===== src/nfci_ram.sv =====
// generic single write port ram with registered read
module nfci_ram #(
	parameter int WIDTH = 16,
	parameter int DEPTH = 32
) (
	input  logic                                   clk,
	input  logic                                   we,
	input  logic [(DEPTH > 1 ? $clog2(DEPTH) : 1)-1:0] waddr,
	input  logic [WIDTH-1:0]                       wdata,
	input  logic [(DEPTH > 1 ? $clog2(DEPTH) : 1)-1:0] raddr,
	output logic [WIDTH-1:0]                       rdata
);
	logic [WIDTH-1:0] mem [DEPTH];

	always_ff @(posedge clk) begin
		if (we) begin
			mem[waddr] <= wdata;
		end
		rdata <= mem[raddr];
	end
endmodule


===== config.mk =====
export PLATFORM = sky130hd
export DESIGN_NAME = nfci_ram
export DESIGN_NICKNAME = d
export VERILOG_FILES = /design/src/nfci_ram.sv
export SDC_FILE = /design/constraint.sdc
export NUM_CORES = 1
export LEC_CHECK = 0
export ABC_AREA = 1
export BUFFER_PORTS_ARGS = -buffer_cell sky130_fd_sc_hd__buf_2
export CORE_AREA = 2 2 192 194
export DETAILED_ROUTE_END_ITERATION = 12
export DIE_AREA = 0 0 194 196
export PLACE_DENSITY_LB_ADDON = 0.1
export SYNTH_ARGS = -nofsm -noshare
export SYNTH_HDL_FRONTEND = slang
export SYNTH_SLANG_ARGS = --single-unit
export TNS_END_PERCENT = 1

===== constraint.sdc =====
create_clock -name clk -period 2.7 [get_ports clk]
set_clock_uncertainty 0.05 [all_clocks]
set_input_delay 0.54 -clock clk [delete_from_list [all_inputs] [get_ports clk]]
set_output_delay 0.54 -clock clk [all_outputs]
set_load 0.005 [all_outputs]

# [Word level (Yosys, flattened, before mapping)]
# Memory sizes are Yosys's and may differ from the RTL's. A register that Yosys moved wholly into a read port is not among the register bits.
# Index checks and enable logic that the tools add are counted.
[totals] regBits=0 ram_bits=512 inputBits=28 out_inout_bits=16 word_cells=3 memories=1
[memory_table] name="mem" depth=32 word_bits=16 rd=1 rd_clocked_by_memory_dff=1 write_ports=1 line="13" source="logic [WIDTH-1:0] mem [DEPTH];"
[op_classes] muxes=2
[ops] op="$mux 1" n=2

# [Depth between registers and ports, before layout]
[logic_depth] word_depth=2 ltp_mapped=12

# [Worst setup path before layout]
# No wires, ideal clock.
[synth_path] path_kind="input to register" start="input waddr[0] (netlist bit)" end="memory mem[0][0], enable pin" arrival_ps=1534 t_required_ps=2262 path_slack_ps=727 cell_stages=3 cell_sequence="inv_1 nand3_1 nor2_1"
[synth_rtl] element="start: declaration" line="8" source="input logic [(DEPTH > 1 ? $clog2(DEPTH) : 1)-1:0] waddr,"
[synth_rtl] element="end: declaration" line="13"
# Straight into the memory's write port.

# [Worst setup path after layout]
[layout_path] start="register rdata[9] (read register of mem)" end="output rdata[9]"
[layout_rtl] element="start: declaration" line="11" source="output logic [WIDTH-1:0] rdata"
# No word-level cell between the ends.

==> impl_metrics.yaml <==
cells_and_area:
  mostFrequentLayoutCells: "nand2_1, edfxtp_1, nand3_1"
  syn_to_final_growth_pct: 10.76
  postLayoutCellArea_sq_um: 23590
  layout-drive-gt1-share_pct: 9.304
  layout.nets: 1868
  layout_commonest_cell: "nand2_1"
logic_synthesis:
  ys_seq_elements: 528
  synth_fa_ha_area_share_pct: 0
  synth-xor-area-share_pct: 0
  yosys.area_share.simple_pct: 22.56
  netlist_area_sq_um: 21300
  yosysSeqAreaShare_pct: 73.68
  synth-compound-area-share_pct: 0
  synth_mux_area_share_pct: 0
  synthCells: 1794
  netlist.area_leader.share_pct: 72.18
  ys_types: 15
  yosysWarnings: 0
  syn_nets: 1822
  syn_avg_cell_area_sq_um: 11.87
  synth_top_family_by_area: "simple AND/OR/NAND/NOR gates"
  yosys-top-cells-area: "edfxtp_1, nand2_1, nand3_1"
  yosysTopAreaCell: "edfxtp_1"
power_and_ir_drop:
  p_sw_mw: 3.748
  total_power_mw: 17.22
  power_density_nw_per_um2: 730.0
  clkPwrFrac_pct: 40.6
  intPower_mw: 13.48
  p_leak_nw: 8.786
  vdd_drop_max_v: 0.0005109
  combPwrFrac_pct: 6.2
  power_frac_seq_pct: 53.2
  swShare_pct: 21.76
min_path:
  hold_class: "in2reg"
  hold_depth: 4
  min_from: "raddr[4]"
  hold-path-endpoint: "rdata[15]"
clocking:
  path_clk_slew_ps: 60
  root_buffer: "clkbuf_16"
  ctsHoldBuffers: 0
  cts_max_path_buffers: 3
  cts_tree: "yes"
  cts_max_level: 2
  clock_latency_ps: 570
  cts_resized: 0
  cts_setup_buffers: 0
  numCtsBuffers: 51
  clock-sinks: 528
global_route:
  overflow: 0
  grt_max_degree: 106
  first_global_vias: 12833
  grt_pass1_wl_um: 78830
  grt_usage_pct: 27.75
  antenna_found_initial: 1
timing:
  period_needed_ps: 1767
  fmax_mhz: 565.8
  slew_headroom_pct: 50.76
  setup_violations: 0
  rsz0062_at_grt: "no"
  drv_slew: 0
  hold_viol: 0
  tightest_slew_ps: 738.6
  fin_setup_tns_ps: 0
  finalCritPeriodShare_pct: 65.46
setup_path:
  r2r_start: "mem[2][1]"
  reg2regPathDepth: 8
  path_buf_inv: 1
  critPathTopFamily: "flip-flops"
  rr_endpoint: "rdata[1]"
  path_cells: "buf_2"
  critical_path.max_stage_delay_ps: 440
  worstPathArrival_ps: 1180
  crit_slowest_cell: "dfxtp_1"
  r2r_slack_ps: 1370
  cp.required_ps: 2110
  worst_setup_path_end_kind: "output port"
  critPathLaunchType: "flip-flop"
  critPathKind: "reg2out"
  crit_fanout: 1
floorplan:
  die_w_um: 194
  start_util_pct: 59.03
  core_area_sq_um: 36080
  io_pins: 44
  die_h_um: 196
  die_area_sq_um: 38020
  rows: 70
routing:
  drt_iter0_markers: 1470
  wirelength_um: 52440
  vias: 13719
  viasPerCell: 5.838
  wl_per_cell_um: 22.31
  ant_nets: 0
  firstDrtPassIters: 5
  remaining_drc_errors: 0
place:
  routabilityCongestion: 0.8526
  placed_cell_area_sq_um: 21940
  hpwlAfterDp_um: 29050
  portBuffers: 43
run_status:
  status: "finished clean"
job:
  drv_cap: 0
through the flow:
step / worst slack, ps / hold WS (ps) / cells / util [%]
3_5_place_dp: 482.8 / 691.4 / 2255 / 60.81
5_1_grt: 928.4 / 416.4 / 2349 / 65.38
2_1_floorplan: 727.2 / 588.9 / 1794 / -
3_3_place_gp: 510.1 / 668.8 / 2255 / 60.81
4_1_cts: 926.5 / 382.9 / 2349 / 65.38
6_report: 932.5 / 417.1 / 2350 / 65.38
layer usage:
layer  track usage [%]  share of wire, %
met5                 0                 0
met4             8.446               2.6
met3             3.868               7.6
met2             44.02                48
met1             40.58                42
worst max path at each step:
stage                     cells past startpoint  slack (ps)         to       from
final                                         1         930   rdata[9]   rdata[9]
after global routing                          1         930  rdata[10]  rdata[10]
after CTS                                     1         930   rdata[9]   rdata[9]
after detailed placement                     11         480   rdata[1]   raddr[0]
after global placement                       11         510   rdata[1]   raddr[0]
after floorplan                               3         730  mem[0][0]   waddr[0]
power by group through the flow:
stage	clock, mW	combinational [mW]	sequential (mW)
6_report	7.00	1.07	9.16
5_1_grt	7.42	1.17	9.16
4_1_cts	7.09	1.07	9.16
3_5_place_dp	0	1.06	9.33
3_3_place_gp	0	1.05	9.33
2_1_floorplan	0	0.633	9.31
cell usage after synthesis:
cell type,number
buf_1,2
buf_12,1
buf_2,33
buf_4,28
buf_6,24
buf_8,1
clkbuf_1,19
dfxtp_1,16
edfxtp_1,512
inv_1,8
inv_2,1
inv_6,1
nand2_1,720
nand3_1,396
nor2_1,32
cells by family after synthesis:
kind of cell           after synthesis
and+or+nand+nor                   1148
DFF                                528
buffers and inverters              118
state kept, by name, summed over array words and instances, names as in the netlist:
name and flops:
rdata 16, mem 512
worst register-to-register path: stages (launching register included):
cell	delay, ps
edfxtp_1	360
nand2_1	80
nand3_1	70
nand3_1	120
nand2_1	120
nand2_1	80
nand2_1	50
nand2_1	180
nand2_1	90
cell type report:
cell class,instances,area [sq um]
Tap cell,468,585.6
Timing Repair Buffer,101,812.0
Clock inverter,23,212.7
Antenna cell,1,2.502
Multi-Input combinational cell,1148,4805
Sequential cell,528,15700
Clock buffer,71,1434
Fill cell,2732,12490
Inverter,10,47.55
Note: power is estimated with default switching activity, not from simulation.
