**src/nfci_pkg.sv**
```systemverilog
// shared types and constants of the nor flash command interface
package nfci_pkg;

	typedef enum logic [1:0] {
		ACT_READ  = 2'd0,
		ACT_WRITE = 2'd1,
		ACT_TICK  = 2'd2,
		ACT_NONE  = 2'd3
	} action_t;

	typedef struct packed {
		logic [1:0]  action;
		logic [11:0] word_address;
		logic [15:0] write_data;
	} in_item_t;

	typedef struct packed {
		logic [15:0] read_data;
		logic        busy_res;
	} out_item_t;

	typedef enum logic [2:0] {
		CFG_ID_ONE        = 3'd0,
		CFG_ID_TWO        = 3'd1,
		CFG_ID_THREE      = 3'd2,
		CFG_PROGRAM_TICKS = 3'd3,
		CFG_BUFFER_TICKS  = 3'd4,
		CFG_ERASE_TICKS   = 3'd5
	} cfg_index_t;

	typedef enum logic [3:0] {
		ST_IDLE = 4'd0,
		ST_UNL1 = 4'd1,
		ST_UNL2 = 4'd2,
		ST_PROG = 4'd3,
		ST_ERS0 = 4'd4,
		ST_ERS1 = 4'd5,
		ST_ERS2 = 4'd6,
		ST_BCNT = 4'd7,
		ST_BDAT = 4'd8,
		ST_BCNF = 4'd9
	} stage_t;

	typedef enum logic [2:0] {
		OP_DIRECT  = 3'd0,
		OP_ARRAY   = 3'd1,
		OP_PROGRAM = 3'd2,
		OP_ERASE   = 3'd3,
		OP_COMMIT  = 3'd4
	} op_t;

	typedef enum logic [2:0] {
		B_INIT   = 3'd0,
		B_IDLE   = 3'd1,
		B_RD     = 3'd2,
		B_RMW_RD = 3'd3,
		B_RMW_WR = 3'd4,
		B_DIV    = 3'd5,
		B_ERS    = 3'd6
	} back_state_t;

	localparam int CNT_W = 9;

	typedef struct packed {
		op_t              op;
		logic [11:0]      addr;
		logic [15:0]      data;
		logic [CNT_W-1:0] count;
		logic             busy;
	} queue_entry_t;

	typedef struct packed {
		logic init;
		logic idle;
	} back_status_t;

	localparam logic [15:0] CMD_UNLOCK1  = 16'h00AA;
	localparam logic [15:0] CMD_UNLOCK2  = 16'h0055;
	localparam logic [10:0] ADDR_UNLOCK1 = 11'h555;
	localparam logic [10:0] ADDR_UNLOCK2 = 11'h2AA;
	localparam logic [15:0] CMD_ERASE    = 16'h0080;
	localparam logic [15:0] CMD_SECTOR   = 16'h0030;
	localparam logic [15:0] CMD_BUFFER   = 16'h0025;
	localparam logic [15:0] CMD_CONFIRM  = 16'h0029;
	localparam logic [15:0] CMD_AUTOSEL  = 16'h0090;
	localparam logic [15:0] CMD_RESET    = 16'h00F0;
	localparam logic [15:0] CMD_PROGRAM  = 16'h00A0;
	localparam logic [15:0] MANUF_ID     = 16'h0001;
	localparam logic [7:0]  ID_OFS_MANUF = 8'h00;
	localparam logic [7:0]  ID_OFS_ONE   = 8'h01;
	localparam logic [7:0]  ID_OFS_TWO   = 8'h0E;
	localparam logic [7:0]  ID_OFS_THREE = 8'h0F;

endpackage

```
**src/nfci_queue.sv**
```systemverilog
// two entry queue between the command front and the array engine
module nfci_queue
	import nfci_pkg::*;
(
	input  logic         clk,
	input  logic         arst_n,
	input  logic         push,
	input  queue_entry_t push_entry,
	input  logic         pop,
	output queue_entry_t head,
	output logic         not_empty,
	output logic         not_full
);
	queue_entry_t entry_q [2];
	logic         wr_q;
	logic         rd_q;
	logic [1:0]   fill_q;

	assign head      = entry_q[rd_q];
	assign not_empty = fill_q != 2'd0;
	assign not_full  = fill_q != 2'd2;

	always_ff @(posedge clk) begin
		if (push) begin
			entry_q[wr_q] <= push_entry;
		end
	end

	always_ff @(posedge clk or negedge arst_n) begin
		if (!arst_n) begin
			wr_q   <= 1'b0;
			rd_q   <= 1'b0;
			fill_q <= 2'd0;
		end else begin
			if (push) begin
				wr_q <= ~wr_q;
			end
			if (pop) begin
				rd_q <= ~rd_q;
			end
			fill_q <= fill_q + 2'(push) - 2'(pop);
		end
	end
endmodule

```
**config.mk**
```make
export PLATFORM = sky130hd
export DESIGN_NAME = nfci_queue
export DESIGN_NICKNAME = d
export VERILOG_FILES = /design/src/nfci_pkg.sv /design/src/nfci_queue.sv
export SDC_FILE = /design/constraint.sdc
export NUM_CORES = 1
export LEC_CHECK = 0
export ABC_AREA = 1
export BUFFER_PORTS_ARGS = -buffer_cell sky130_fd_sc_hd__buf_4
export CORE_UTILIZATION = 50
export CTS_CLUSTER_SIZE = 40
export DETAILED_ROUTE_END_ITERATION = 6
export PLACE_DENSITY_LB_ADDON = 0.3
export RECOVER_POWER = 25
export SLEW_MARGIN = 20
export SYNTH_ARGS = -nofsm -noshare
export SYNTH_HDL_FRONTEND = slang
export SYNTH_SLANG_ARGS = --single-unit
```
**constraint.sdc**
```tcl
create_clock -name clk -period 4.9 [get_ports clk]
set_input_delay 0.98 -clock clk [delete_from_list [all_inputs] [get_ports clk]]
set_output_delay 0.98 -clock clk [all_outputs]
set_load 0.01 [all_outputs]
```
* After elaboration in Yosys (flattened, before gate mapping)
Memory sizes are Yosys's and may differ from the RTL's. Cells that the tools add are included.
Cells by class: $add $sub $neg 2, equality and inequality tests 1, mux-type cells 2, bitwise operators 2, reductions and logical operators 1
Operators with widths (number):
- 2-bit by 1-bit adder with 2-bit output | 1
- 1-bit 2-to-1 mux | 2
- 2-bit != test (second input constant) | 1
- 1-bit inverter | 2
- 2-bit nonzero test | 1
- 2-bit by 1-bit subtractor with 2-bit output | 1
Storage, ports and cells: bits in registers 4, memory bits (writable) 82, word-level logic and storage cells 12, memories kept 1
Memories:
- entry_q | depth 2, width 41, rd ports 1, clocked after Yosys merged registers in 0, write ports 1, line nfci_queue.sv:14 | queue_entry_t entry_q [2];

* Depth between registers and ports, before layout
Gate-level depths: netlist of the first run.
depth after elaboration 2, depth in mapped cells 7, depth with buffers taken out 7

* Least setup slack after synthesis of the first run
No wires, ideal clock.
path type in2reg, from input port push, to memory entry_q[0][0] in the netlist's numbering, enable pin, library setup time 0.440 ns, data arrival time 2.745 ns, path slack 1.715 ns, stages 2, path buffers 0, cells stage by stage inv_1 > nor2_1
Between the ends: cells in the longest elaborated chain, start to end 2
Ends and longest elaborated chain:
- start, declared | line nfci_queue.sv:7 | input logic push,
- 1-bit 2-to-1 mux | line nfci_queue.sv:24 | if (push) begin
- 1-bit 2-to-1 mux (implied by the code) | line nfci_queue.sv:25 | entry_q[wr_q] <= push_entry;
- end, declared | line nfci_queue.sv:14
Every way passes these cells.

==> results_dict.tcl, run 1 <==
set metrics [dict create \
    status "finished with violations" \
    violations "DRC" \
    grt_max_degree 84 \
    n_antenna_cell 0 \
    io_pins 88 \
    p_leak_nw 1.82 \
    drc 4 \
    synth_edf_count 82 \
    worst_slew_pin_slew_ps 973 \
    cp.required_ps 3920 \
    io_buffer_count 87 \
    dieArea_sq_um 7170 \
    grt_pass1_wl_microns 8800 \
    cts_made_buffers 9 \
    drtIter0Drc 105 \
    top_layer_used "met4" \
    first_global_vias 1973 \
    regArea_sq_um 2570 \
    seq_area_frac_synth_pct 75.0 \
    setup_viol 0 \
    ys_ff_latch 86 \
    powerDensity_nw_per_um2 568 \
    timing.reg2reg.setup_slack_ps 3350 \
    synth_nets 286 \
    path_class "reg2out" \
    worst_r2r_endpoint "entry_q[1][28]" \
    synth_flop_cell "edfxtp_1" \
    synth_compound_gate_area_share_pct 9.30 \
    wl_met3_microns 289 \
    finClkSkew_ps 5.14 \
    hpwlAfterDp_microns 3470 \
    start_kind "register" \
    final_area_sq_um 4280 \
    grt-ovfl-total 0 \
    start_util_pct 52.9 \
    wl_met2_microns 2900 \
    synth_cell_type_count 14 \
    cts_resized 0 \
    vias 1987 \
    rr_worst_depth 2 \
    antenna_found_initial 0 \
    synth_top_area_cell "edfxtp_1" \
    synth.most_common_cell "edfxtp_1" \
    fmax_mhz 347 \
    die_w_microns 84.7 \
    dr.pass1.iters 7 \
    design.core.area_sq_um 6460 \
    wl_microns 5400 \
    multi_input_area_sq_um 561 \
    nets 376 \
    synthSimpleGateAreaFrac_pct 5.64 \
    viasPerCell 4.85 \
    end_kind "primary output" \
    cp.arrival_ps 1900 \
    clk_path_buf_depth 2 \
    routedWlPerCell_microns 13.2 \
    cts_sinks 86 \
    worstHoldPathType "in2async" \
    fin_crit_sh_pct 58.7 \
    ctsHoldBuffers 0 \
    drive_gt1_share_pct 39.0 \
    nFillCells 492 \
    total_power_mw 2.43 \
    synthXorXnorAreaFrac_pct 0.513 \
    maxCapViolCount 0 \
    avgSynthCellArea_sq_um 14.3 \
    area_growth_pct 25.1 \
    irDropWorstVdd_mv 0.429 \
    synth_top_family_by_area "compound AO/OA/AOI/OAI gates" \
    place_area_sq_um 4060 \
    rows 29 \
    post_cts_buffers 0 \
    muxShareOfSynthArea_pct 0 \
    yosys_warnings 0 \
    root_buffer "clkbuf_8" \
    hold_viol_final 0 \
    syn_area_sq_um 3420 \
    clk_pin_slew_ps 70 \
    die_h_microns 84.7 \
    relSlewSlack_pct 35.1 \
    ant_nets 0 \
    met1_length_microns 2120 \
    synthAdderAreaFrac_pct 0.732 \
    rsz0062_at_grt "no" \
    synth_top_area_share_pct 72.1 \
    finalMaxSlewViolations 0 \
    tns_ps 0 \
    reg2reg_from "wr_q" \
    synthTopCellsByCount "edfxtp_1, nand2_1, inv_1, o21ai_2, o21ai_0" \
    grt_usage_pct 16.7 \
    finalCriticalPeriod_ps 2880 \
    async_reset_ff_share_pct 4.65 \
    crit_path_max_fanout 83 \
    place.gp.congestion 0.668 \
    cts_tree "yes" \
    clock_latency_ps 340 \
    h-tree-depth 3 \
    ys_top_cells_by_area "edfxtp_1, o21ai_2, nand2_1, inv_1, buf_8" \
    syn_inst 239 \
]
[per-layer routing]
metal,up-vias,GRT usage (%)
li1,983,-
met5,-,0
met4,0,7.09
met2,53,28.7
met3,9,6.19
met1,942,18.8
[metrics by stage]
step	hold WS, ps	instances	setup WS (ps)	util (%)
6_report	469	410	2020	66.2
5_1_grt	456	410	1820	66.2
2_1_floorplan	463	239	1720	-
4_1_cts	410	410	1970	66.4
3_3_place_gp	530	395	2410	62.9
3_5_place_dp	536	395	2360	62.9
[cells in the final DEF, fill, tap and decap left out, drive strengths merged]
cell type,synthesis,final
buf,8,60
bufinv,0,3
clkbuf,1,38
clkinv,0,2
dfrtp,4,4
edfxtp,82,82
ha,2,2
inv,48,48
nand2,49,49
nand3,1,1
nor2,1,1
o21ai,41,41
xor2,2,2
[where the power goes]
part           internal (mW)  total, mW  switching [mW]
combinational          0.359      0.734           0.376
clock                  0.334      0.560           0.227
sequential             0.979       1.13           0.154
[state kept, by name (all words and copies together), names as in the netlist]
name / cells
rd_q: 1
wr_q: 1
fill_q: 2
entry_q: 82
[critical path: stages (launching register included)]
cell     delay (ps)
dfrtp_4        1070
o21ai_0         250
buf_4           200
[logic make-up after synthesis]
kind of cell	Yosys count
and+or+nand+nor	51
AOI/OAI and AO/OA	41
buffers and inverters	57
DFF	86
adders and majority gates	2
xor gates and xnor gates	2
[area by class of cell]
type | count | area share, %
sequential | 86 | 60.0
timing repair buffer | 88 | 15.1
multi-input combinational | 96 | 13.1
inverter | 48 | 4.21
clock buffer | 10 | 2.99
clock inverter | 5 | 2.31
tap | 77 | 2.25
[worst max path at each step]
stage | from | endpoint | slack [ps] | cells after the start
finish | rd_q | head[40] | 2020 | 2
global route | rd_q | head[37] | 1820 | 2
CTS | rd_q | head[35] | 1970 | 2
detailed placement | rd_q | head[35] | 2360 | 2
global placement | rd_q | head[35] | 2410 | 2
floorplan | push | entry_q[0][0] | 1720 | 2
No activity file was read; power rests on OpenSTA's default activity.
==> run 2: changes to the inputs <==
--- a/config.mk
+++ b/config.mk
@@ -7,7 +7,7 @@
 export LEC_CHECK = 0
 export ABC_AREA = 1
 export BUFFER_PORTS_ARGS = -buffer_cell sky130_fd_sc_hd__buf_4
-export CORE_UTILIZATION = 50
+export CORE_UTILIZATION = 47
 export CTS_CLUSTER_SIZE = 40
 export DETAILED_ROUTE_END_ITERATION = 6
 export PLACE_DENSITY_LB_ADDON = 0.3
==> constraint.sdc (replaced) <==
create_clock -name clk -period 2.3 [get_ports clk]
set_input_delay 0.46 -clock clk [delete_from_list [all_inputs] [get_ports clk]]
set_output_delay 0.46 -clock clk [all_outputs]
set_load 0.01 [all_outputs]
==> run 2 against run 1 <==
The flow now finishes without violations. Setup slack worse by 1900 ps. Clock skew up 3.0 ps. Total power up 110%. Critical path depth up 2. Register-to-register slack worse by 2400 ps. Clock power up 98%. Sequential share of layout area down 0.93 points.
==> results_dict.tcl, run 2 (same netlist as run 1, synthesis figures left out) <==
set metrics [dict create \
    status "finished, final reports clean" \
    finClkSkew_ps 8.18 \
    dieArea_sq_um 7620 \
    final_core_util_pct 62.9 \
    io_buffer_count 87 \
    crit_path_end "head[40]" \
    drive_gt1_share_pct 39.6 \
    h-tree-depth 3 \
    pwr-share-seq_pct 44.0 \
    largest_register_ffs 82 \
    dr.pass1.iters 4 \
    ctsHoldBuffers 1 \
    top_register "entry_q" \
    crit_path_top_delay_cell "dfrtp_4" \
    power_switching_mw 1.64 \
    cts_resized 0 \
    end_kind "primary output" \
    grt_max_degree 48 \
    crit_path_max_fanout 47 \
    nets 380 \
    start_kind "register" \
    fin_crit_sh_pct 94.2 \
    clockPowerShare_pct 21.6 \
    fmax_mhz 462 \
    drc 0 \
    place_ws_ps 473 \
    rsz0062_at_grt "no" \
    n_antenna_cell 0 \
    rr_worst_depth 3 \
    slowest_delay_ps 690 \
    hpwlAfterDp_microns 3750 \
    post_cts_buffers 0 \
    root_buffer "clkbuf_8" \
    place.gp.congestion 0.667 \
    reg_top3 "entry_q: 82 flops, fill_q: 2 flops" \
    drtIter0Drc 77 \
    irDropWorstVdd_mv 0.535 \
    final_cell_mix "edfxtp_1, buf_4, nand2_1" \
    worst_slew_pin_slew_ps 411 \
    cp_top_family "flip-flops" \
    maxCapViolCount 0 \
    io_pins 88 \
    grt_pass1_wl_microns 8610 \
    final_common_cell "edfxtp_1" \
    startpoint "rd_q" \
    worst-path-stages 4 \
    cts_tree "yes" \
    rows 30 \
    cts_made_buffers 9 \
    comb_power_share_pct 34.4 \
    hold_viol_final 0 \
    cp.required_ps 1840 \
    die_w_microns 87.3 \
    viasPerCell 4.55 \
    worstHoldPathType "in2reg" \
    p_leak_nw 1.84 \
    setup_ws_ps 134 \
    grt-ovfl-total 0 \
    routedWlPerCell_microns 12.7 \
    crit_buf_inv 2 \
    design.core.area_sq_um 6910 \
    tns_ps 0 \
    powerDensity_nw_per_um2 1190 \
    cts_sinks 86 \
    total_power_mw 5.15 \
    die_h_microns 87.3 \
    vias 1976 \
    reg2reg_from "wr_q" \
    wl_microns 5500 \
    cp.arrival_ps 1710 \
    internal-power_mw 3.51 \
    cp_cell_sequence "buf_12 -> nand2_1 -> o21ai_0 -> buf_4" \
    switching_share_pct 31.8 \
    timing.reg2reg.setup_slack_ps 920 \
    first_global_vias 1901 \
    finalMaxSlewViolations 0 \
    setup_viol 0 \
    start_util_pct 49.5 \
    clk_path_buf_depth 2 \
    finalCriticalPeriod_ps 2170 \
    area_growth_pct 27.1 \
    worst_r2r_endpoint "entry_q[1][0]" \
    grt_usage_pct 15.4 \
    ant_nets 0 \
    antenna_found_initial 0 \
    clk_pin_slew_ps 80 \
    path_class "reg2out" \
    clock_latency_ps 340 \
    relSlewSlack_pct 72.5 \
]
run 2: area by class of cell:
cell class	count	area [sq um]
Clock buffer	9	124
Clock inverter	7	88.8
Fill cell	573	2560
Inverter	48	180
Multi-Input combinational cell	96	561
Sequential cell	86	2570
Tap cell	96	120
Timing Repair Buffer	92	703
run 2: worst min path at each step:
stage | start | endpoint | slack [ps] | cells after the start
after floorplan | arst_n | fill_q[0] | 160 | 0
after global placement | arst_n | fill_q[0] | 260 | 1
after detailed placement | arst_n | fill_q[0] | 260 | 1
after CTS | push_entry[16] | entry_q[1][16] | 280 | 1
after global routing | push_entry[26] | entry_q[0][26] | 290 | 1
final | pop | rd_q | 300 | 2
run 2: through the flow:
| step | hold WS, ps | instances | instance area [sq um] |
|---|---|---|---|
| 2_1_floorplan | 164 | 239 | 3420 |
| 3_3_place_gp | 260 | 417 | 4140 |
| 3_5_place_dp | 261 | 417 | 4140 |
| 4_1_cts | 279 | 434 | 4360 |
| 5_1_grt | 290 | 434 | 4340 |
| 6_report | 296 | 434 | 4340 |
run 2: routing by layer:
metal  routed length [microns]  GRT usage [%]
met3                       288           3.70
met4                        84           7.60
met1                      2290           19.1
met2                      2840           25.2
met5                         0              0
run 2: power by group through the flow:
stage | combinational [mW] | clock, mW | sequential, mW
3_3_place_gp | 1.77 | 0 | 2.29
4_1_cts | 1.82 | 1.14 | 2.28
6_report | 1.77 | 1.11 | 2.27
3_5_place_dp | 1.81 | 0 | 2.31
2_1_floorplan | 1.23 | 0 | 2.19
5_1_grt | 1.95 | 1.20 | 2.31
