**src/nfci_pkg.sv**
```systemverilog
// shared types and constants of the nor flash command interface
package nfci_pkg;

	typedef enum logic [1:0] {
		ACT_READ  = 2'd0,
		ACT_WRITE = 2'd1,
		ACT_TICK  = 2'd2,
		ACT_NONE  = 2'd3
	} action_t;

	typedef struct packed {
		logic [1:0]  action;
		logic [11:0] word_address;
		logic [15:0] write_data;
	} in_item_t;

	typedef struct packed {
		logic [15:0] read_data;
		logic        busy_res;
	} out_item_t;

	typedef enum logic [2:0] {
		CFG_ID_ONE        = 3'd0,
		CFG_ID_TWO        = 3'd1,
		CFG_ID_THREE      = 3'd2,
		CFG_PROGRAM_TICKS = 3'd3,
		CFG_BUFFER_TICKS  = 3'd4,
		CFG_ERASE_TICKS   = 3'd5
	} cfg_index_t;

	typedef enum logic [3:0] {
		ST_IDLE = 4'd0,
		ST_UNL1 = 4'd1,
		ST_UNL2 = 4'd2,
		ST_PROG = 4'd3,
		ST_ERS0 = 4'd4,
		ST_ERS1 = 4'd5,
		ST_ERS2 = 4'd6,
		ST_BCNT = 4'd7,
		ST_BDAT = 4'd8,
		ST_BCNF = 4'd9
	} stage_t;

	typedef enum logic [2:0] {
		OP_DIRECT  = 3'd0,
		OP_ARRAY   = 3'd1,
		OP_PROGRAM = 3'd2,
		OP_ERASE   = 3'd3,
		OP_COMMIT  = 3'd4
	} op_t;

	typedef enum logic [2:0] {
		B_INIT   = 3'd0,
		B_IDLE   = 3'd1,
		B_RD     = 3'd2,
		B_RMW_RD = 3'd3,
		B_RMW_WR = 3'd4,
		B_DIV    = 3'd5,
		B_ERS    = 3'd6
	} back_state_t;

	localparam int CNT_W = 9;

	typedef struct packed {
		op_t              op;
		logic [11:0]      addr;
		logic [15:0]      data;
		logic [CNT_W-1:0] count;
		logic             busy;
	} queue_entry_t;

	typedef struct packed {
		logic init;
		logic idle;
	} back_status_t;

	localparam logic [15:0] CMD_UNLOCK1  = 16'h00AA;
	localparam logic [15:0] CMD_UNLOCK2  = 16'h0055;
	localparam logic [10:0] ADDR_UNLOCK1 = 11'h555;
	localparam logic [10:0] ADDR_UNLOCK2 = 11'h2AA;
	localparam logic [15:0] CMD_ERASE    = 16'h0080;
	localparam logic [15:0] CMD_SECTOR   = 16'h0030;
	localparam logic [15:0] CMD_BUFFER   = 16'h0025;
	localparam logic [15:0] CMD_CONFIRM  = 16'h0029;
	localparam logic [15:0] CMD_AUTOSEL  = 16'h0090;
	localparam logic [15:0] CMD_RESET    = 16'h00F0;
	localparam logic [15:0] CMD_PROGRAM  = 16'h00A0;
	localparam logic [15:0] MANUF_ID     = 16'h0001;
	localparam logic [7:0]  ID_OFS_MANUF = 8'h00;
	localparam logic [7:0]  ID_OFS_ONE   = 8'h01;
	localparam logic [7:0]  ID_OFS_TWO   = 8'h0E;
	localparam logic [7:0]  ID_OFS_THREE = 8'h0F;

endpackage

```
**src/nfci_front.sv**
```systemverilog
// command decoder: config registers, command sequence, busy timer, buffer loading
module nfci_front
	import nfci_pkg::*;
#(
	parameter int BUFFER_WORDS = 32
) (
	input  logic         clk,
	input  logic         arst_n,
	input  logic         in_valid,
	output logic         in_ready,
	input  in_item_t     in_data,
	input  logic         cfg_valid,
	output logic         cfg_ready,
	input  logic [2:0]   cfg_index,
	input  logic [15:0]  cfg_data,
	input  back_status_t back_status,
	input  logic         queue_not_full,
	input  logic         queue_not_empty,
	output logic         push,
	output queue_entry_t push_entry,
	output logic         buf_we,
	output logic [(BUFFER_WORDS > 1 ? $clog2(BUFFER_WORDS) : 1)-1:0] buf_waddr,
	output logic [15:0]  buf_wdata
);
	localparam int BAW = BUFFER_WORDS > 1 ? $clog2(BUFFER_WORDS) : 1;

	logic [15:0]      id_one_q, id_two_q, id_three_q;
	logic [15:0]      prog_ticks_q, buf_ticks_q, erase_ticks_q;
	stage_t           stage_q, stage_d;
	logic             auto_q, auto_d;
	logic [15:0]      busy_q, busy_d;
	logic             toggle_q, toggle_d;
	logic [11:0]      base_q, base_d;
	logic [CNT_W-1:0] remain_q, remain_d;
	logic [CNT_W-1:0] loaded_q, loaded_d;
	logic             accept;
	logic [10:0]      cmd_addr;
	logic [15:0]      wdat;
	logic [11:0]      addr;
	logic [15:0]      id_word;
	logic             at_unl1, at_unl2;

	assign cfg_ready = 1'b1;
	// buffer words wait until any earlier commit has drained
	assign in_ready = !back_status.init && queue_not_full &&
		!(stage_q == ST_BDAT && (queue_not_empty || !back_status.idle));
	assign accept   = in_valid && in_ready;
	assign addr     = in_data.word_address;
	assign wdat     = in_data.write_data;
	assign cmd_addr = addr[10:0];
	assign at_unl1  = wdat == CMD_UNLOCK1 && cmd_addr == ADDR_UNLOCK1;
	assign at_unl2  = wdat == CMD_UNLOCK2 && cmd_addr == ADDR_UNLOCK2;

	always_comb begin
		case (addr[7:0])
			ID_OFS_MANUF: id_word = MANUF_ID;
			ID_OFS_ONE:   id_word = id_one_q;
			ID_OFS_TWO:   id_word = id_two_q;
			ID_OFS_THREE: id_word = id_three_q;
			default:      id_word = 16'h0000;
		endcase
	end

	always_comb begin
		stage_d    = stage_q;
		auto_d     = auto_q;
		busy_d     = busy_q;
		toggle_d   = toggle_q;
		base_d     = base_q;
		remain_d   = remain_q;
		loaded_d   = loaded_q;
		push       = 1'b0;
		push_entry = '{op: OP_DIRECT, addr: addr, data: wdat, count: '0, busy: 1'b0};
		buf_we     = 1'b0;
		buf_waddr  = loaded_q[BAW-1:0];
		buf_wdata  = wdat;
		if (accept) begin
			unique case (in_data.action)
				ACT_READ: begin
					push = 1'b1;
					if (busy_q != 16'd0) begin
						push_entry.data = {9'd0, toggle_q, 6'd0};
						push_entry.busy = 1'b1;
						toggle_d        = ~toggle_q;
					end else if (auto_q) begin
						push_entry.data = id_word;
					end else begin
						push_entry.op = OP_ARRAY;
					end
				end
				ACT_WRITE: begin
					if (busy_q == 16'd0) begin
						stage_d = ST_IDLE;
						if (auto_q) begin
							if (wdat == CMD_RESET) begin
								auto_d = 1'b0;
							end
						end else begin
							unique case (stage_q)
								ST_IDLE: if (at_unl1) stage_d = ST_UNL1;
								ST_UNL1: if (at_unl2) stage_d = ST_UNL2;
								ST_UNL2: begin
									if (wdat == CMD_PROGRAM && cmd_addr == ADDR_UNLOCK1) begin
										stage_d = ST_PROG;
									end else if (wdat == CMD_ERASE && cmd_addr == ADDR_UNLOCK1) begin
										stage_d = ST_ERS0;
									end else if (wdat == CMD_AUTOSEL && cmd_addr == ADDR_UNLOCK1) begin
										auto_d = 1'b1;
									end else if (wdat == CMD_BUFFER) begin
										stage_d = ST_BCNT;
									end
								end
								ST_PROG: begin
									push            = 1'b1;
									push_entry.op   = OP_PROGRAM;
									push_entry.count = CNT_W'(1);
									busy_d          = prog_ticks_q;
								end
								ST_ERS0: if (at_unl1) stage_d = ST_ERS1;
								ST_ERS1: if (at_unl2) stage_d = ST_ERS2;
								ST_ERS2: begin
									if (wdat == CMD_SECTOR) begin
										push          = 1'b1;
										push_entry.op = OP_ERASE;
										busy_d        = erase_ticks_q;
									end
								end
								ST_BCNT: begin
									if (wdat <= 16'(BUFFER_WORDS - 1)) begin
										remain_d = wdat[CNT_W-1:0] + CNT_W'(1);
										loaded_d = '0;
										stage_d  = ST_BDAT;
									end
								end
								ST_BDAT: begin
									if (loaded_q == '0 || addr == base_q + 12'(loaded_q)) begin
										if (loaded_q == '0) begin
											base_d = addr;
										end
										buf_we   = 1'b1;
										loaded_d = loaded_q + CNT_W'(1);
										remain_d = remain_q - CNT_W'(1);
										stage_d  = (remain_q == CNT_W'(1)) ? ST_BCNF : ST_BDAT;
									end
								end
								ST_BCNF: begin
									if (wdat == CMD_CONFIRM) begin
										push             = 1'b1;
										push_entry.op    = OP_COMMIT;
										push_entry.addr  = base_q;
										push_entry.count = loaded_q;
										busy_d           = buf_ticks_q;
									end
								end
								default: stage_d = ST_IDLE;
							endcase
						end
					end
				end
				ACT_TICK: begin
					if (busy_q != 16'd0) begin
						busy_d = busy_q - 16'd1;
					end
				end
				default: ;
			endcase
		end
	end

	always_ff @(posedge clk or negedge arst_n) begin
		if (!arst_n) begin
			stage_q       <= ST_IDLE;
			auto_q        <= 1'b0;
			busy_q        <= 16'd0;
			toggle_q      <= 1'b0;
			base_q        <= 12'd0;
			remain_q      <= '0;
			loaded_q      <= '0;
			id_one_q      <= 16'd8830;
			id_two_q      <= 16'd33;
			id_three_q    <= 16'd1;
			prog_ticks_q  <= 16'd8;
			buf_ticks_q   <= 16'd16;
			erase_ticks_q <= 16'd1024;
		end else begin
			stage_q  <= stage_d;
			auto_q   <= auto_d;
			busy_q   <= busy_d;
			toggle_q <= toggle_d;
			base_q   <= base_d;
			remain_q <= remain_d;
			loaded_q <= loaded_d;
			if (cfg_valid && cfg_ready) begin
				case (cfg_index)
					CFG_ID_ONE:        id_one_q      <= cfg_data;
					CFG_ID_TWO:        id_two_q      <= cfg_data;
					CFG_ID_THREE:      id_three_q    <= cfg_data;
					CFG_PROGRAM_TICKS: prog_ticks_q  <= cfg_data;
					CFG_BUFFER_TICKS:  buf_ticks_q   <= cfg_data;
					CFG_ERASE_TICKS:   erase_ticks_q <= cfg_data;
					default: ;
				endcase
			end
		end
	end
endmodule

```
**config.mk**
```make
export PLATFORM = sky130hd
export DESIGN_NAME = nfci_front
export DESIGN_NICKNAME = d
export VERILOG_FILES = /design/src/nfci_pkg.sv /design/src/nfci_front.sv
export SDC_FILE = /design/constraint.sdc
export NUM_CORES = 1
export LEC_CHECK = 0
export BUFFER_PORTS_ARGS = -buffer_cell sky130_fd_sc_hd__buf_2
export CAP_MARGIN = 20
export CORE_MARGIN = 2
export CORE_UTILIZATION = 53
export CTS_CLUSTER_DIAMETER = 30
export DETAILED_ROUTE_END_ITERATION = 12
export MAX_ROUTING_LAYER = met4
export PLACE_DENSITY = 0.76
export SETUP_SLACK_MARGIN = 0.05
export SKIP_LAST_GASP = 1
export SYNTH_ARGS = -nofsm -noshare
export SYNTH_HDL_FRONTEND = slang
export SYNTH_SLANG_ARGS = --single-unit
```
**constraint.sdc**
```tcl
create_clock -name clk -period 3.2 [get_ports clk]
set_clock_uncertainty 0.1 [all_clocks]
set_input_delay 0.16 -clock clk [delete_from_list [all_inputs] [get_ports clk]]
set_output_delay 0.16 -clock clk [all_outputs]
set_load 0.01 [all_outputs]
```
==> Yosys cells after proc, flatten, opt, wreduce, memory -nomap -nowiden <==
Cells that the tools add are included.
{ "word_totals": {"register_bits": 148, "in_bits": 57, "out_inout_bits": 66, "elab_cells": 162} }
{ "op_classes": {"n_addsub": 5, "magnitude_cmp": 1, "eq_ne": 40, "n_mux": 67, "bitwise_logic": 2, "reduce_logical": 34} }
{ "op_table": {"columns": ["cell", "n"], "rows": [
  ["2-to-1 mux 16 bit", 8],
  ["equality test 16 x 8 -> 1 bit, second input constant", 5],
  ["2-to-1 mux 9 bit", 8],
  ["one-hot mux 16 bit (4 select lines)", 1],
  ["one-hot mux 9 bit (2 select lines)", 3],
  ["equality test 16 x 6 -> 1 bit, second input constant", 3],
  ["one-hot mux 16 bit (3 select lines)", 1],
  ["2-to-1 mux 15 bit", 3],
  ["2-to-1 mux 41 bit", 1],
  ["one-hot mux 16 bit (2 select lines)", 1],
  ["one-hot mux 4 bit (7 select lines)", 1],
  ["2-to-1 mux 12 bit", 2],
  ["2-to-1 mux 4 bit", 6],
  ["2-to-1 mux 1 bit", 22],
  ["adder 9 x 1 -> 9 bit, second input constant", 2],
  ["equality test 16 x 7 -> 1 bit, second input constant", 1],
  ["equality test 4 x 3 -> 1 bit, second input constant", 4],
  ["equality test 8 x 4 -> 1 bit, second input constant", 2],
  ["less-or-equal comparator 16 x 5 -> 1 bit, second input constant", 1],
  ["logical NOT 16 bit", 1],
  ["nonzero test 16 bit", 1],
  ["subtractor 16 x 1 -> 16 bit, second input constant", 1],
  ["AND reduction 7 bit", 2],
  ["adder 12 x 9 -> 12 bit", 1],
  ["37 further kinds", 68]
]} }

==> Longest topological paths before layout <==
{ "logic_depth": {"word_depth": 9, "mapped_depth": 11, "ltp_nobuf": 10} }

==> Worst setup path after synthesis <==
Ideal clock, no wire load.
{ "synth_timing": {"path_kind": "register to register", "start": "register loaded_q[0]", "end": "register loaded_q[5]", "setup_time_ns": 0.127, "arrival_time_ns": 3.187, "required_time_ns": 2.973, "setup_slack_ns": -0.214, "stages_incl_launch_ff": 11, "n_path_buf": 0, "period_less_slack_ns": 3.414, "path_cell_list": "dfrtp_1 -> ha_1 -> fa_1 -> a211o_1 -> a221oi_2 -> xnor2_1 -> nor4_1 -> nand4_2 -> a211o_1 -> or3_1 -> mux2_1"} }
{ "synth_via": {"elab_chain_len": 5, "elab_cells_between_ends": 9, "cone_classes": "2 x add/sub; 2 x eq/ne; 2 x mux; 3 x reduce/logical"} }
{ "synth_rtl": {"columns": ["item", "line", "source"], "rows": [
  ["start, declared", "nfci_front.sv:35", "logic [CNT_W-1:0] loaded_q, loaded_d;"],
  ["start signal, assigned", "nfci_front.sv:192", "loaded_q <= loaded_d;"],
  ["adder 12 x 9 -> 12 bit", "nfci_front.sv:136", "if (loaded_q == '0 || addr == base_q + 12'(loaded_q)) begin"],
  ["equality test 12 bit", "nfci_front.sv:136", null],
  ["logical OR 1 bit", "nfci_front.sv:136", null],
  ["inequality test 2 x 1 -> 1 bit (no line)", null, null],
  ["AND reduction 7 bit (no line)", null, null]
]} }
Parallel ways exist; a longest one is shown, timed or not. The select of a mux whose other input is x is not followed.
A chain may end at the register's enable or synchronous reset.

==> Worst setup path in the final report <==
Same ends and word-level chain as after synthesis.

==> out/results.txt <==
Outcome: finished, violations left
Failing checks: setup timing
Max-cap violations: 0
RD Place Congestion: 1.003
FF-to-FF path depth: 10
Iteration count of the initial detailed-routing pass: 8
Largest net degree at the start of global routing: 122
Final slew viol count: 0
Switch share: 0.2755
Final Net Count: 1,142
Critical Path, Cell by Cell: ha_2 > fa_2 > a211o_1 > a221oi_4 > xnor2_1 > nor4_2 > nand4_2 > a211o_1 > or3_4 > mux2_4
Grt ovf: 0
Synth Cell Area: 8810 sq um
Unrepaired setup endpoints after global routing: true
Worst-Margin Slew: 0.9767 ns
Pleak: 5.176 nW
Via Count: 8,011
Sw power: 1.486 mW
Syn nets: 949
Crit path kind: reg2reg
Mapped Cells: 873
Area Overhead vs Synth: 32.95%
Slowest-stage cell, CP: dfrtp_1
Initial antenna violation count: 1
Yosys warns: 0
Global-route wire length before repair: 42,500 um
Post-route antenna net violation count: 0
CP most frequent cell: a211o_1
Commonest non-fill, non-tap cell in the layout: dfrtp_1
Wire per inst: 20.93 um
TritonCTS buffer count: 17
Hpwl dp: 17,660 um
Iteration-0 DRC Markers: 750
Yosys reg bits: 148
Crit path max fanout: 3
Stages on the worst setup path: 10
FF-to-FF setup slack: -0.19 ns
Vias/cell: 6.162
Worst path top cell family by delay: compound AO/OA/AOI/OAI gates
Top_reg_cell synth: dfrtp_1
Int Power: 3.908 mW
Clock Power Share: 0.375
Register area share after synthesis: 0.4224
Root Driver: clkbuf_16
Crit path DAT: 3.61 ns
Fmax: 294.8 MHz
Core area: 16,410 sq um
Final Routed Wirelength: 27,210 um
Sequential power share: 0.457
GRT Util Overall: 0.3149
Final worst setup slack: -0.1927 ns
Worst r2r src: loaded_q[0]$_DFFE_PN0P_
Asr flop ratio synth: 1.000
CP Launch Type: flop
VDD IR max: 0.0003891 V
Worst skew pair latency: 0.43 ns
Period Utilization, post-route: 1.060
H-tree depth: 4
Setup violations, final: 16
Slew HR: 0.3429
Max Root-Sink Buffers: 2
Initial Utilization: 0.5369
Reg-to-reg endpoint: loaded_q[5]$_DFFE_PN0P_
CTS tree: built
Worst Setup End Kind: flop
DP Cell Count: 1,214
Row cnt: 47
PD cells: 460.6 nW/um^2
Clock transition at path regs: 0.07 ns
Hold Fails Final Rpt: 0
Fin cells: 1,300
Fin crit period: 3.393 ns
CP endpoint: loaded_q[5]$_DFFE_PN0P_
Logic gate share of total power: 0.167
Die X-Extent: 132.9 um
CTS sink count: 148
Die Area: 17,670 sq um
Pre-CTS setup slack: -0.3259 ns
Commonest cells after routing, fill and taps aside: 134 x dfrtp_1, 108 x mux2_2, 96 x buf_2
Avg Cell Area, Syn: 10.09 sq um
Post-synth EDFFs: 0
Synth unique cells: 80
Worst path max stage delay: 0.38 ns
Ports: 123
Buf/Inv on CP: 0
Hold Path Class: in2reg
DRC viols: 0
Worst Path Required: 3.42 ns
CP Launch Point: loaded_q[0]$_DFFE_PN0P_
Die Height: 132.9 um
# port buffers: 121
Layout cells sized above 1: 0.4393
Vias in the first global route: 7,847
power by group through the flow:
stage	clock network [mW]	logic (mW)	registers (mW)
4_1_cts	2.03	0.861	2.45
3_5_place_dp	0	0.763	2.48
5_1_grt	2.11	0.984	2.51
3_3_place_gp	0	0.734	2.45
2_1_floorplan	0	0.539	2.40
6_report	2.02	0.903	2.47
state kept, by name (all words and copies together), names as in the netlist:
register,flops
auto_q,1
base_q,12
buf_ticks_q,16
busy_q,16
erase_ticks_q,16
id_one_q,16
id_three_q,16
id_two_q,16
loaded_q,9
prog_ticks_q,16
remain_q,9
stage_q,4
toggle_q,1
per-stage QoR:
step	utilization	power [mW]	hold WS (ns)	setup TNS, ns	cell area [sq um]
floorplan	-	2.944	-0.2356	-0.1598	8815
global placement	0.6070	3.188	0.3169	-0.4148	9958
detailed placement	0.6070	3.238	0.3233	-1.314	9958
CTS	0.6970	5.347	0.009013	-3.153	11440
global route	0.7139	5.606	0.03241	-3.778	11710
finish	0.7139	5.395	0.01945	-1.686	11710
cell type report:
| class | count | area (sq um) |
|---|---|---|
| Tap cell | 220 | 275.3 |
| Antenna cell | 1 | 2.502 |
| Clock buffer | 21 | 460.4 |
| Multi-Input combinational cell | 632 | 5121 |
| Clock inverter | 11 | 125.1 |
| Sequential cell | 148 | 3721 |
| Inverter | 22 | 82.58 |
| Timing Repair Buffer | 245 | 1924 |
| Fill cell | 1157 | 4695 |
how the worst min path moves through the flow:
stage | start | end | slack (ns) | cells past startpoint
finish | cfg_data[14] | erase_ticks_q[14]$_DFFE_PN0P_ | 0.02 | 2
global placement | arst_n | buf_ticks_q[7]$_DFFE_PN0P_ | 0.32 | 1
CTS | in_data[18] | base_q[2]$_DFFE_PN0P_ | 0.009 | 2
global route | in_data[21] | base_q[5]$_DFFE_PN0P_ | 0.03 | 2
detailed placement | arst_n | buf_ticks_q[7]$_DFFE_PN0P_ | 0.32 | 1
floorplan | arst_n | auto_q$_DFFE_PN0P_ | -0.24 | 0
logic make-up after synthesis:
| logic type | after synthesis | share of synthesized area |
|---|---|---|
| compound gates | 195 | 0.1571 |
| xor+xnor | 24 | 0.02386 |
| fa+ha+maj | 19 | 0.02784 |
| buf+inv | 93 | 0.05056 |
| flops | 148 | 0.4224 |
| mux | 124 | 0.1582 |
| other cells | 1 | 0.0004257 |
| simple gates | 269 | 0.1596 |
Yosys cell counts, drive strengths merged, types with 14 or more instances:
library cell | count | area (sq um)
dfstp | 14 | 367.9
o21ai | 42 | 210.2
a21oi | 49 | 249.0
inv | 22 | 82.58
clkbuf | 40 | 150.1
dfrtp | 134 | 3353
nor2 | 47 | 176.4
buf | 31 | 212.7
nand3 | 23 | 115.1
mux2 | 122 | 1374
ha | 18 | 225.2
a221oi | 16 | 146.4
a222oi | 15 | 150.1
nand2 | 91 | 344.1
per-layer routing:
metal,vias up,global-route usage,wire (um)
li1,3601,-,-
met1,3995,0.4293,11800
met2,358,0.4865,13010
met3,57,0.04483,1711
met4,0,0.1063,687
met5,-,-,0
timing repair:
item                                    CTS  global route
endpoints found under the setup margin   59            74
hold buffers                             23             0
resized for setup                       108            61
pin swaps                                28            34
hold endpoints to repair                200             0
gates cloned                              5             0
buffers inserted                         19             7
Power figures use the tool's default switching activity.
